`config.mk`:
```
export PLATFORM = sky130hd
export DESIGN_NAME = score_priority_store_with_trend
export DESIGN_NICKNAME = d
export VERILOG_FILES = /design/src/rtl/sps_pkg.sv /design/src/rtl/sps_ctrl.sv /design/src/rtl/sps_datapath.sv /design/src/rtl/score_priority_store_with_trend.sv
export SDC_FILE = /design/constraint.sdc
export NUM_CORES = 2
export LEC_CHECK = 0
export BUFFER_PORTS_ARGS = -buffer_cell sky130_fd_sc_hd__buf_2
export CORE_MARGIN = 2
export CORE_UTILIZATION = 48
export CTS_BUF_LIST = sky130_fd_sc_hd__clkbuf_8 sky130_fd_sc_hd__clkbuf_16
export DETAILED_ROUTE_END_ITERATION = 6
export PLACE_DENSITY_LB_ADDON = 0.25
export SLEW_MARGIN = 30
export SYNTH_ARGS = -nofsm -noshare
export SYNTH_HDL_FRONTEND = slang
export SYNTH_SLANG_ARGS = --single-unit
```
`constraint.sdc`:
```
create_clock -name clk -period 9.3 [get_ports clk]
set_input_delay 1.86 -clock clk [delete_from_list [all_inputs] [get_ports clk]]
set_output_delay 1.86 -clock clk [all_outputs]
set_load 0.01 [all_outputs]
```
`src/rtl/sps_pkg.sv`:
```
package sps_pkg;

    localparam int CAPACITY = 16;
    localparam int SLOT_W = $clog2(CAPACITY);
    localparam int CNT_W = $clog2(CAPACITY + 1);
    localparam int SCORE_W = 16;
    localparam int ID_W = 32;
    localparam int SUM_W = SCORE_W + CNT_W;
    localparam logic [SCORE_W-1:0] SCORE_ONE = 16'd32768;

    localparam logic [1:0] ST_STORED = 2'd0;
    localparam logic [1:0] ST_INVALID = 2'd1;
    localparam logic [1:0] ST_REFUSED = 2'd2;

    localparam logic [1:0] REG_CAPACITY = 2'd0;
    localparam logic [1:0] REG_THRESHOLD = 2'd1;
    localparam logic [1:0] REG_MIN_DRIFT = 2'd2;

    typedef enum logic [3:0] {
        S_IDLE,
        S_WSCAN,
        S_WRITE,
        S_SUM,
        S_RANK,
        S_DIV,
        S_DONE,
        S_OUT
    } state_t;

    // Controller to datapath commands.
    typedef struct packed {
        logic load;       // capture input beat
        logic clr_idx;    // reset slot counters
        logic wscan;      // one step of the worst slot scan
        logic write;      // write the entry and update totals
        logic sum_step;   // one step of sum, min, max
        logic rank_step;  // one pair step of the rank scan
        logic div_start;  // begin mean and slope divisions
        logic div_step;   // one step of the dividers
        logic finish;     // latch trend registers
        logic show;       // present result
        logic empty;      // write empty-store trend
    } cmd_t;

    // Datapath to controller status.
    typedef struct packed {
        logic invalid;
        logic has_room;
        logic refuse;
        logic wscan_last;
        logic sum_last;
        logic rank_last;
        logic div_done;
        logic held_zero;
    } stat_t;

endpackage

```
`src/rtl/sps_ctrl.sv`:
```
module sps_ctrl
    import sps_pkg::*;
(
    input  logic  clk,
    input  logic  rst_n,
    input  logic  in_valid,
    output logic  in_ready,
    output logic  out_valid,
    input  logic  out_ready,
    input  stat_t stat,
    output cmd_t  cmd
);

    state_t state_reg, state_next;

    always_ff @(posedge clk or negedge rst_n)
    begin
        if (!rst_n)
        begin
            state_reg <= S_IDLE;
        end
        else
        begin
            state_reg <= state_next;
        end
    end

    always_comb
    begin
        state_next = state_reg;
        cmd = '0;
        in_ready = 1'b0;
        out_valid = 1'b0;
        case (state_reg)
            S_IDLE:
            begin
                in_ready = 1'b1;
                if (in_valid)
                begin
                    cmd.load = 1'b1;
                    cmd.clr_idx = 1'b1;
                    state_next = S_WSCAN;
                end
            end
            S_WSCAN:
            begin
                if (stat.invalid || stat.has_room)
                begin
                    state_next = stat.invalid ? S_OUT : S_WRITE;
                end
                else if (stat.wscan_last)
                begin
                    state_next = S_WRITE;
                end
                else
                begin
                    cmd.wscan = 1'b1;
                end
            end
            S_WRITE:
            begin
                if (stat.refuse)
                begin
                    state_next = S_OUT;
                end
                else
                begin
                    cmd.write = 1'b1;
                    cmd.clr_idx = 1'b1;
                    state_next = S_SUM;
                end
            end
            S_SUM:
            begin
                if (stat.held_zero)
                begin
                    cmd.empty = 1'b1;
                    state_next = S_OUT;
                end
                else
                begin
                    cmd.sum_step = 1'b1;
                    if (stat.sum_last)
                    begin
                        state_next = S_RANK;
                    end
                end
            end
            S_RANK:
            begin
                cmd.rank_step = 1'b1;
                if (stat.rank_last)
                begin
                    state_next = S_DIV;
                end
            end
            S_DIV:
            begin
                cmd.div_start = 1'b1;
                state_next = S_DONE;
            end
            S_DONE:
            begin
                if (stat.div_done)
                begin
                    cmd.finish = 1'b1;
                    state_next = S_OUT;
                end
                else
                begin
                    cmd.div_step = 1'b1;
                end
            end
            S_OUT:
            begin
                cmd.show = 1'b1;
                out_valid = 1'b1;
                if (out_ready)
                begin
                    state_next = S_IDLE;
                end
            end
            default:
            begin
                state_next = S_IDLE;
            end
        endcase
    end

    assert property (@(posedge clk) disable iff (!rst_n)
        !(in_ready && out_valid))
        else $error("input and output open together");
    assert property (@(posedge clk) disable iff (!rst_n)
        (state_reg == S_OUT && !out_ready) |=> state_reg == S_OUT)
        else $error("result dropped while stalled");
    assert property (@(posedge clk) disable iff (!rst_n)
        cmd.write |=> state_reg == S_SUM)
        else $error("write not followed by trend pass");

endmodule

```
`src/rtl/sps_datapath.sv`:
```
module sps_datapath
    import sps_pkg::*;
(
    input  logic               clk,
    input  logic               rst_n,
    input  cmd_t               cmd,
    output stat_t              stat,
    input  logic               cfg_valid,
    input  logic [1:0]         cfg_index,
    input  logic [31:0]        cfg_data,
    input  logic [15:0]        score,
    input  logic [31:0]        cost_micro,
    output logic [1:0]         status,
    output logic [4:0]         entry_count,
    output logic [31:0]        assigned_id,
    output logic [31:0]        eviction_total,
    output logic [47:0]        cost_total,
    output logic [15:0]        score_mean,
    output logic [15:0]        score_min,
    output logic [15:0]        score_max,
    output logic signed [16:0] score_slope,
    output logic               drifting
);

    logic [4:0]          cap_reg;
    logic signed [15:0]  thr_reg;
    logic [4:0]          mind_reg;

    logic [SCORE_W-1:0]  score_mem [CAPACITY];
    logic [ID_W-1:0]     id_mem [CAPACITY];

    logic [CNT_W-1:0]    held_reg;
    logic [31:0]         next_id_reg;
    logic [31:0]         evict_reg;
    logic [47:0]         cost_reg;
    logic [15:0]         mean_reg, min_reg, max_reg;
    logic signed [16:0]  slope_reg;

    logic [15:0]         in_score_reg;
    logic [31:0]         in_cost_reg;
    logic [1:0]          status_reg;
    logic [31:0]         id_out_reg;

    logic [SLOT_W-1:0]   worst_reg;
    logic [CNT_W-1:0]    i_reg, j_reg;
    logic [SUM_W-1:0]    sum_reg;
    logic [15:0]         mn_reg, mx_reg;
    logic [CNT_W-1:0]    rank_reg;
    logic signed [SUM_W:0] diff_reg;

    // Two restoring dividers sharing one step counter: mean and slope magnitudes one bit per step.
    logic [SUM_W-1:0]    mq_reg, mr_reg;
    logic [SUM_W-1:0]    sq_reg, sr_reg;
    logic                sneg_reg;
    logic [CNT_W-1:0]    n_reg, half_reg;
    logic [4:0]          dcnt_reg;

    logic [CNT_W-1:0]    cap_eff;
    logic [SLOT_W-1:0]   i_slot, j_slot;
    logic [SCORE_W-1:0]  si;
    logic [ID_W-1:0]     idi, idj;
    logic                j_before;
    logic [SUM_W-1:0]    mr_sh, sr_sh;

    always_comb
    begin
        if (cap_reg < 5'd2)
        begin
            cap_eff = CNT_W'(2);
        end
        else if (cap_reg > 5'(CAPACITY))
        begin
            cap_eff = CNT_W'(CAPACITY);
        end
        else
        begin
            cap_eff = CNT_W'(cap_reg);
        end
    end

    assign i_slot = i_reg[SLOT_W-1:0];
    assign j_slot = j_reg[SLOT_W-1:0];
    assign si = score_mem[i_slot];
    assign idi = id_mem[i_slot];
    assign idj = id_mem[j_slot];
    assign j_before = (idj < idi) || (idj == idi && j_reg < i_reg);
    assign mr_sh = {mr_reg[SUM_W-2:0], mq_reg[SUM_W-1]};
    assign sr_sh = {sr_reg[SUM_W-2:0], sq_reg[SUM_W-1]};

    always_comb
    begin
        stat.invalid = in_score_reg > SCORE_ONE;
        stat.has_room = held_reg < cap_eff;
        stat.refuse = !stat.has_room && in_score_reg >= score_mem[worst_reg];
        // The scan is over once every held slot has been compared.
        stat.wscan_last = i_reg >= held_reg;
        stat.sum_last = (i_reg + CNT_W'(1)) >= held_reg;
        stat.rank_last = (i_reg + CNT_W'(1)) >= held_reg
            && (j_reg + CNT_W'(1)) >= held_reg;
        stat.div_done = dcnt_reg == 5'd0;
        stat.held_zero = held_reg == '0;
    end

    always_ff @(posedge clk or negedge rst_n)
    begin
        if (!rst_n)
        begin
            cap_reg <= 5'd16;
            thr_reg <= 16'sd6554;
            mind_reg <= 5'd4;
        end
        else if (cfg_valid)
        begin
            case (cfg_index)
                REG_CAPACITY:  cap_reg <= cfg_data[4:0];
                REG_THRESHOLD: thr_reg <= cfg_data[15:0];
                REG_MIN_DRIFT: mind_reg <= cfg_data[4:0];
                default:       ;
            endcase
        end
    end

    always_ff @(posedge clk)
    begin
        if (cmd.write)
        begin
            score_mem[stat.has_room ? held_reg[SLOT_W-1:0] : worst_reg] <= in_score_reg;
            id_mem[stat.has_room ? held_reg[SLOT_W-1:0] : worst_reg] <= next_id_reg;
        end
    end

    always_ff @(posedge clk or negedge rst_n)
    begin
        if (!rst_n)
        begin
            held_reg <= '0;
            next_id_reg <= '0;
            evict_reg <= '0;
            cost_reg <= '0;
            mean_reg <= '0;
            min_reg <= SCORE_ONE;
            max_reg <= '0;
            slope_reg <= '0;
        end
        else
        begin
            if (cmd.write)
            begin
                if (stat.has_room)
                begin
                    held_reg <= held_reg + CNT_W'(1);
                end
                else
                begin
                    evict_reg <= evict_reg + 32'd1;
                end
                next_id_reg <= next_id_reg + 32'd1;
                cost_reg <= cost_reg + {16'd0, in_cost_reg};
            end
            if (cmd.empty)
            begin
                mean_reg <= '0;
                min_reg <= SCORE_ONE;
                max_reg <= '0;
                slope_reg <= '0;
            end
            if (cmd.finish)
            begin
                mean_reg <= mq_reg[15:0];
                min_reg <= mn_reg;
                max_reg <= mx_reg;
                if (n_reg < CNT_W'(2))
                begin
                    slope_reg <= '0;
                end
                else
                begin
                    slope_reg <= sneg_reg ? -$signed(sq_reg[16:0])
                                          : $signed(sq_reg[16:0]);
                end
            end
        end
    end

    always_ff @(posedge clk)
    begin
        if (cmd.load)
        begin
            in_score_reg <= score;
            in_cost_reg <= cost_micro;
            status_reg <= (score > SCORE_ONE) ? ST_INVALID : ST_STORED;
            id_out_reg <= next_id_reg;
            worst_reg <= '0;
        end
        if (cmd.clr_idx)
        begin
            i_reg <= cmd.load ? CNT_W'(1) : '0;
            j_reg <= '0;
            sum_reg <= '0;
            mn_reg <= SCORE_ONE;
            mx_reg <= '0;
            rank_reg <= '0;
            diff_reg <= '0;
        end
        if (cmd.wscan)
        begin
            if (si > score_mem[worst_reg])
            begin
                worst_reg <= i_slot;
            end
            i_reg <= i_reg + CNT_W'(1);
        end
        if (cmd.sum_step)
        begin
            sum_reg <= sum_reg + SUM_W'(si);
            if (si < mn_reg) mn_reg <= si;
            if (si > mx_reg) mx_reg <= si;
            i_reg <= stat.sum_last ? '0 : i_reg + CNT_W'(1);
        end
        if (cmd.rank_step)
        begin
            if ((j_reg + CNT_W'(1)) >= held_reg)
            begin
                // Rank of slot i is complete once j has passed every slot.
                if ((rank_reg + CNT_W'(j_before)) < (held_reg >> 1))
                begin
                    diff_reg <= diff_reg - (SUM_W + 1)'(si);
                end
                else if ((rank_reg + CNT_W'(j_before)) >= held_reg - (held_reg >> 1))
                begin
                    diff_reg <= diff_reg + (SUM_W + 1)'(si);
                end
                rank_reg <= '0;
                j_reg <= '0;
                i_reg <= i_reg + CNT_W'(1);
            end
            else
            begin
                rank_reg <= rank_reg + CNT_W'(j_before);
                j_reg <= j_reg + CNT_W'(1);
            end
        end
        if (cmd.div_start)
        begin
            mq_reg <= sum_reg;
            mr_reg <= '0;
            sneg_reg <= diff_reg < 0;
            sq_reg <= diff_reg < 0 ? SUM_W'(-diff_reg) : SUM_W'(diff_reg);
            sr_reg <= '0;
            n_reg <= held_reg;
            half_reg <= held_reg >> 1;
            dcnt_reg <= 5'(SUM_W);
        end
        if (cmd.div_step)
        begin
            if (mr_sh >= SUM_W'(n_reg))
            begin
                mr_reg <= mr_sh - SUM_W'(n_reg);
                mq_reg <= {mq_reg[SUM_W-2:0], 1'b1};
            end
            else
            begin
                mr_reg <= mr_sh;
                mq_reg <= {mq_reg[SUM_W-2:0], 1'b0};
            end
            if (half_reg != '0 && sr_sh >= SUM_W'(half_reg))
            begin
                sr_reg <= sr_sh - SUM_W'(half_reg);
                sq_reg <= {sq_reg[SUM_W-2:0], 1'b1};
            end
            else
            begin
                sr_reg <= sr_sh;
                sq_reg <= {sq_reg[SUM_W-2:0], 1'b0};
            end
            dcnt_reg <= dcnt_reg - 5'd1;
        end
    end

    logic [1:0] status_show;
    assign status_show = (status_reg == ST_STORED && stat.refuse && !cmd.empty
                          && held_reg >= cap_eff && id_out_reg == next_id_reg)
                         ? ST_REFUSED : status_reg;

    assign status = status_show;
    assign entry_count = 5'(held_reg);
    assign assigned_id = id_out_reg;
    assign eviction_total = evict_reg;
    assign cost_total = cost_reg;
    assign score_mean = mean_reg;
    assign score_min = min_reg;
    assign score_max = max_reg;
    assign score_slope = slope_reg;
    assign drifting = (5'(held_reg) >= mind_reg) && (slope_reg > 17'(thr_reg));

    assert property (@(posedge clk) disable iff (!rst_n)
        held_reg <= CNT_W'(CAPACITY))
        else $error("held count beyond capacity");
    assert property (@(posedge clk) disable iff (!rst_n)
        cmd.write |=> next_id_reg == $past(next_id_reg) + 32'd1)
        else $error("id not advanced on store");
    assert property (@(posedge clk) disable iff (!rst_n)
        cmd.finish |=> min_reg <= max_reg)
        else $error("trend min above max");

endmodule

```
`src/rtl/score_priority_store_with_trend.sv`:
```
// An invalid score goes from the input beat straight to the result beat; a refused
// item or a replacement first passes the worst slot scan, and every stored item
// then runs the sum, the pairwise id rank scan and the divisions before its result.
// One item in flight; the pairwise id rank scan sets the rate, and the next
// input beat is taken in the cycle after the result beat is accepted.
// Reset (rst_n low, asynchronous) empties the store, clears totals and trend.
module score_priority_store_with_trend
    import sps_pkg::*;
(
    input  logic               clk,
    input  logic               rst_n,
    input  logic               in_valid,
    output logic               in_ready,
    input  logic [15:0]        score,
    input  logic [31:0]        cost_micro,
    input  logic               cfg_valid,
    output logic               cfg_ready,
    input  logic [1:0]         cfg_index,
    input  logic [31:0]        cfg_data,
    output logic               out_valid,
    input  logic               out_ready,
    output logic [1:0]         status,
    output logic [4:0]         entry_count,
    output logic [31:0]        assigned_id,
    output logic [31:0]        eviction_total,
    output logic [47:0]        cost_total,
    output logic [15:0]        score_mean,
    output logic [15:0]        score_min,
    output logic [15:0]        score_max,
    output logic signed [16:0] score_slope,
    output logic               drifting
);

    cmd_t  cmd;
    stat_t stat;

    assign cfg_ready = 1'b1;

    sps_ctrl u_ctrl (
        .clk       (clk),
        .rst_n     (rst_n),
        .in_valid  (in_valid),
        .in_ready  (in_ready),
        .out_valid (out_valid),
        .out_ready (out_ready),
        .stat      (stat),
        .cmd       (cmd)
    );

    sps_datapath u_dp (
        .clk            (clk),
        .rst_n          (rst_n),
        .cmd            (cmd),
        .stat           (stat),
        .cfg_valid      (cfg_valid),
        .cfg_index      (cfg_index),
        .cfg_data       (cfg_data),
        .score          (score),
        .cost_micro     (cost_micro),
        .status         (status),
        .entry_count    (entry_count),
        .assigned_id    (assigned_id),
        .eviction_total (eviction_total),
        .cost_total     (cost_total),
        .score_mean     (score_mean),
        .score_min      (score_min),
        .score_max      (score_max),
        .score_slope    (score_slope),
        .drifting       (drifting)
    );

endmodule
```
==> impl_metrics.ini <==
[run_status]
status = finished clean

[clocking]
cts_sinks = 1251
cts.htree.levels = 4
clock_latency_ns = 0.78
post_cts_resized = 0
hold_buffers = 0
numCtsBuffers = 142
cts_root_buf = clkbuf_16
cts_setup_buffers = 0
cts_buffer_depth = 3
cts_tree = yes
clk_pin_slew_ns = 0.06

[floorplanning]
dieWidth_um = 366
die_area_um2 = 134000
initial_core_util_pct = 48.4
rows = 132
io_pins = 275
fp.coreArea_um2 = 130000
die_h_um = 366

[final_layout]
nets = 4929
largest_register_ffs = 512
area_growth_pct = 13.9
fin_area_um2 = 71500
fill_cells = 10400
drive_above_1_share_pct = 24.6
multiInputGateArea_um2 = 25600
final-seq-area_um2 = 35900

[worst_setup_path]
cp_max_fo = 39
critPathRequiredTime_ns = 7.44
worstPathArrival_ns = 6.17
critPathTopFamily = compound AO/OA/AOI/OAI gates
cp_slowest_cell = a21oi_1
slowest_delay_ns = 0.97
cp_num_buf_inv = 2
crit_chain = buf_12, mux4_2, mux4_2, ha_1, nand2b_1, a2111oi_0, o41ai_1, o2111ai_1, a21oi_1, and3_1, buf_2
r2r_setup_slack_ns = 1.81
crit_type = register to primary output
crit_top_cell = mux4_2
worst_setup_path_end_kind = primary output
r2r-end = u_dp.diff_reg[19]$_DFF_P_
worstSetupStartpointType = register
worst_r2r_path_depth = 23

[timing]
slew_headroom_pct = 25.5
clock.fmax_mhz = 125
hold_violations = 0
worst_pin_slew_ns = 1.12
finalSetupTns_ns = 0
rsz0062_at_grt = no
min_period_ns = 8.03
skew_ns = 0.0252
slew_violations = 0
finalCritPeriodShare_pct = 86.3
setup_viol = 0

[global_route]
grt_max_degree = 136
antenna_found_initial = 4
grt_pass1_vias = 39600
grt_usage_pct = 24.5
overflow = 0
grt_pass1_wl_um = 244000

[power]
p_leak_nw = 25.8
total_power_mw = 23.2
p_per_area_nw_per_um2 = 324
ir_drop_mv = 0.266

[synthesis]
ys_seq_area_share_pct = 57.1
ys_ff_latch = 1251
syn_area_um2 = 62700
synth.distinct_cells = 87
synth_top_area_share_pct = 46.6
yosys-top-cells-area = edfxtp_1 (47%), mux4_2 (17%), dfrtp_1 (8.0%)
ys_top_cells_by_count = edfxtp_1 (973), mux4_2 (480), nand2_1 (404)
syn_area_per_cell_um2 = 14.6
synth_edf_count = 973
synth_most_common_cell = edfxtp_1
ys_async_sr_fraction_pct = 16.9
yosys.area.top_type = edfxtp_1
synthesis.nets = 4635
netlist_instances = 4287
ys_warn_count = 0
ys.flop_type = edfxtp_1

[routing]
viasPerCell = 6.03
num_vias = 38900
wl_um = 162000
ant_nets = 0
drt_iter0_drc = 3481
wl_per_cell_um = 25.2
drt_drc_violations_left = 0
firstDrtPassIters = 5

[placement]
gp_congestion = 0.884
placed_cell_area_um2 = 66600
port_buffers = 257
dp_hpwl_um = 104000

[worst_hold_path]
holdPathStages = 2
worstHoldEndpoint = u_dp.score_max[4]$_DFFE_PN0P_
hp-start = u_dp.mx_reg[4]$_DFF_P_
worst_hold_path_type = register to register

[run]
drv_cap = 0
-- routing by layer --
metal,share of wire (%),wire length (um),global-route usage (%)
met1,40,65600,31.9
met2,50,82000,42.1
met3,6.6,10800,4.18
met4,2.5,3980,7.28
met5,0.0043,7,0
-- kinds of logic after synthesis --
| family | share of synthesized area, % |
|---|---|
| DFF | 57.1 |
| and+or+nand+nor | 7.35 |
| AOI/OAI and AO/OA | 6.40 |
| muxes | 18.2 |
| buffers and inverters | 2.40 |
| adders and majority gates | 5.29 |
| xor gates and xnor gates | 3.21 |
| other | 0.00598 |
-- worst min-delay path, stage by stage (launching register included) --
cell	delay, ns
dfxtp_1	0.31
nand2_1	0.05
o21ai_0	0.07
-- worst max path at each step --
stage / startpoint / endpoint / slack (ns) / depth (start not counted)
final: u_dp.worst_reg[0]$_DFF_P_ / status[1] / 1.27 / 11
after detailed placement: register / u_dp.diff_reg[19]$_DFF_P_ / 1.88 / 23
after global routing: u_dp.worst_reg[0]$_DFF_P_ / status[1] / 1.14 / 11
after CTS: u_dp.worst_reg[0]$_DFF_P_ / status[1] / 1.27 / 11
after global placement: register / u_dp.diff_reg[19]$_DFF_P_ / 1.89 / 23
after floorplan: u_ctrl.state_reg[0]$_DFFE_PN0P_ / u_dp.dcnt_reg[0]$_SDFFCE_PN1P_ / 1.79 / 3
-- through the flow --
step           hold slack (ns)  worst slack, ns  util [%]  cells
6_report                 0.471             1.27      55.1   6442
5_1_grt                  0.492             1.14      55.1   6442
4_1_cts                  0.477             1.27      55.1   6440
3_5_place_dp             0.467             1.88      51.4   6178
3_3_place_gp             0.447             1.89      51.2   6172
2_1_floorplan            0.412             1.79         -   4287
-- cell type report --
cell class / instances / area share (%)
tap: 1742 / 3.05
sequential: 1251 / 50.2
inverter: 185 / 0.978
antenna: 1 / 0.00350
timing repair buffer: 358 / 3.27
clock inverter: 94 / 1.15
multi-input combinational: 2643 / 35.8
clock buffer: 168 / 5.60
-- placed cells by master (no fill, tap or decap), types with 34 or more instances in the layout --
cell type,n
edfxtp_1,973
mux4_2,480
nand2_1,401
buf_2,256
ha_1,254
o21ai_0,208
inv_1,207
dfrtp_1,201
nor2_1,181
clkbuf_16,150
xnor2_1,136
a21oi_1,115
xor2_1,94
buf_4,82
nand3_1,70
a21o_1,64
dfxtp_1,58
nand4_1,43
nor3_1,43
nand2b_1,34
-- where the power goes --
part	total [mW]	switching, mW	internal, mW
clock	5.72	2.35	3.36
sequential	7.96	0.922	7.04
combinational	9.50	5.24	4.26
Note: power is estimated with default switching activity, not from simulation.
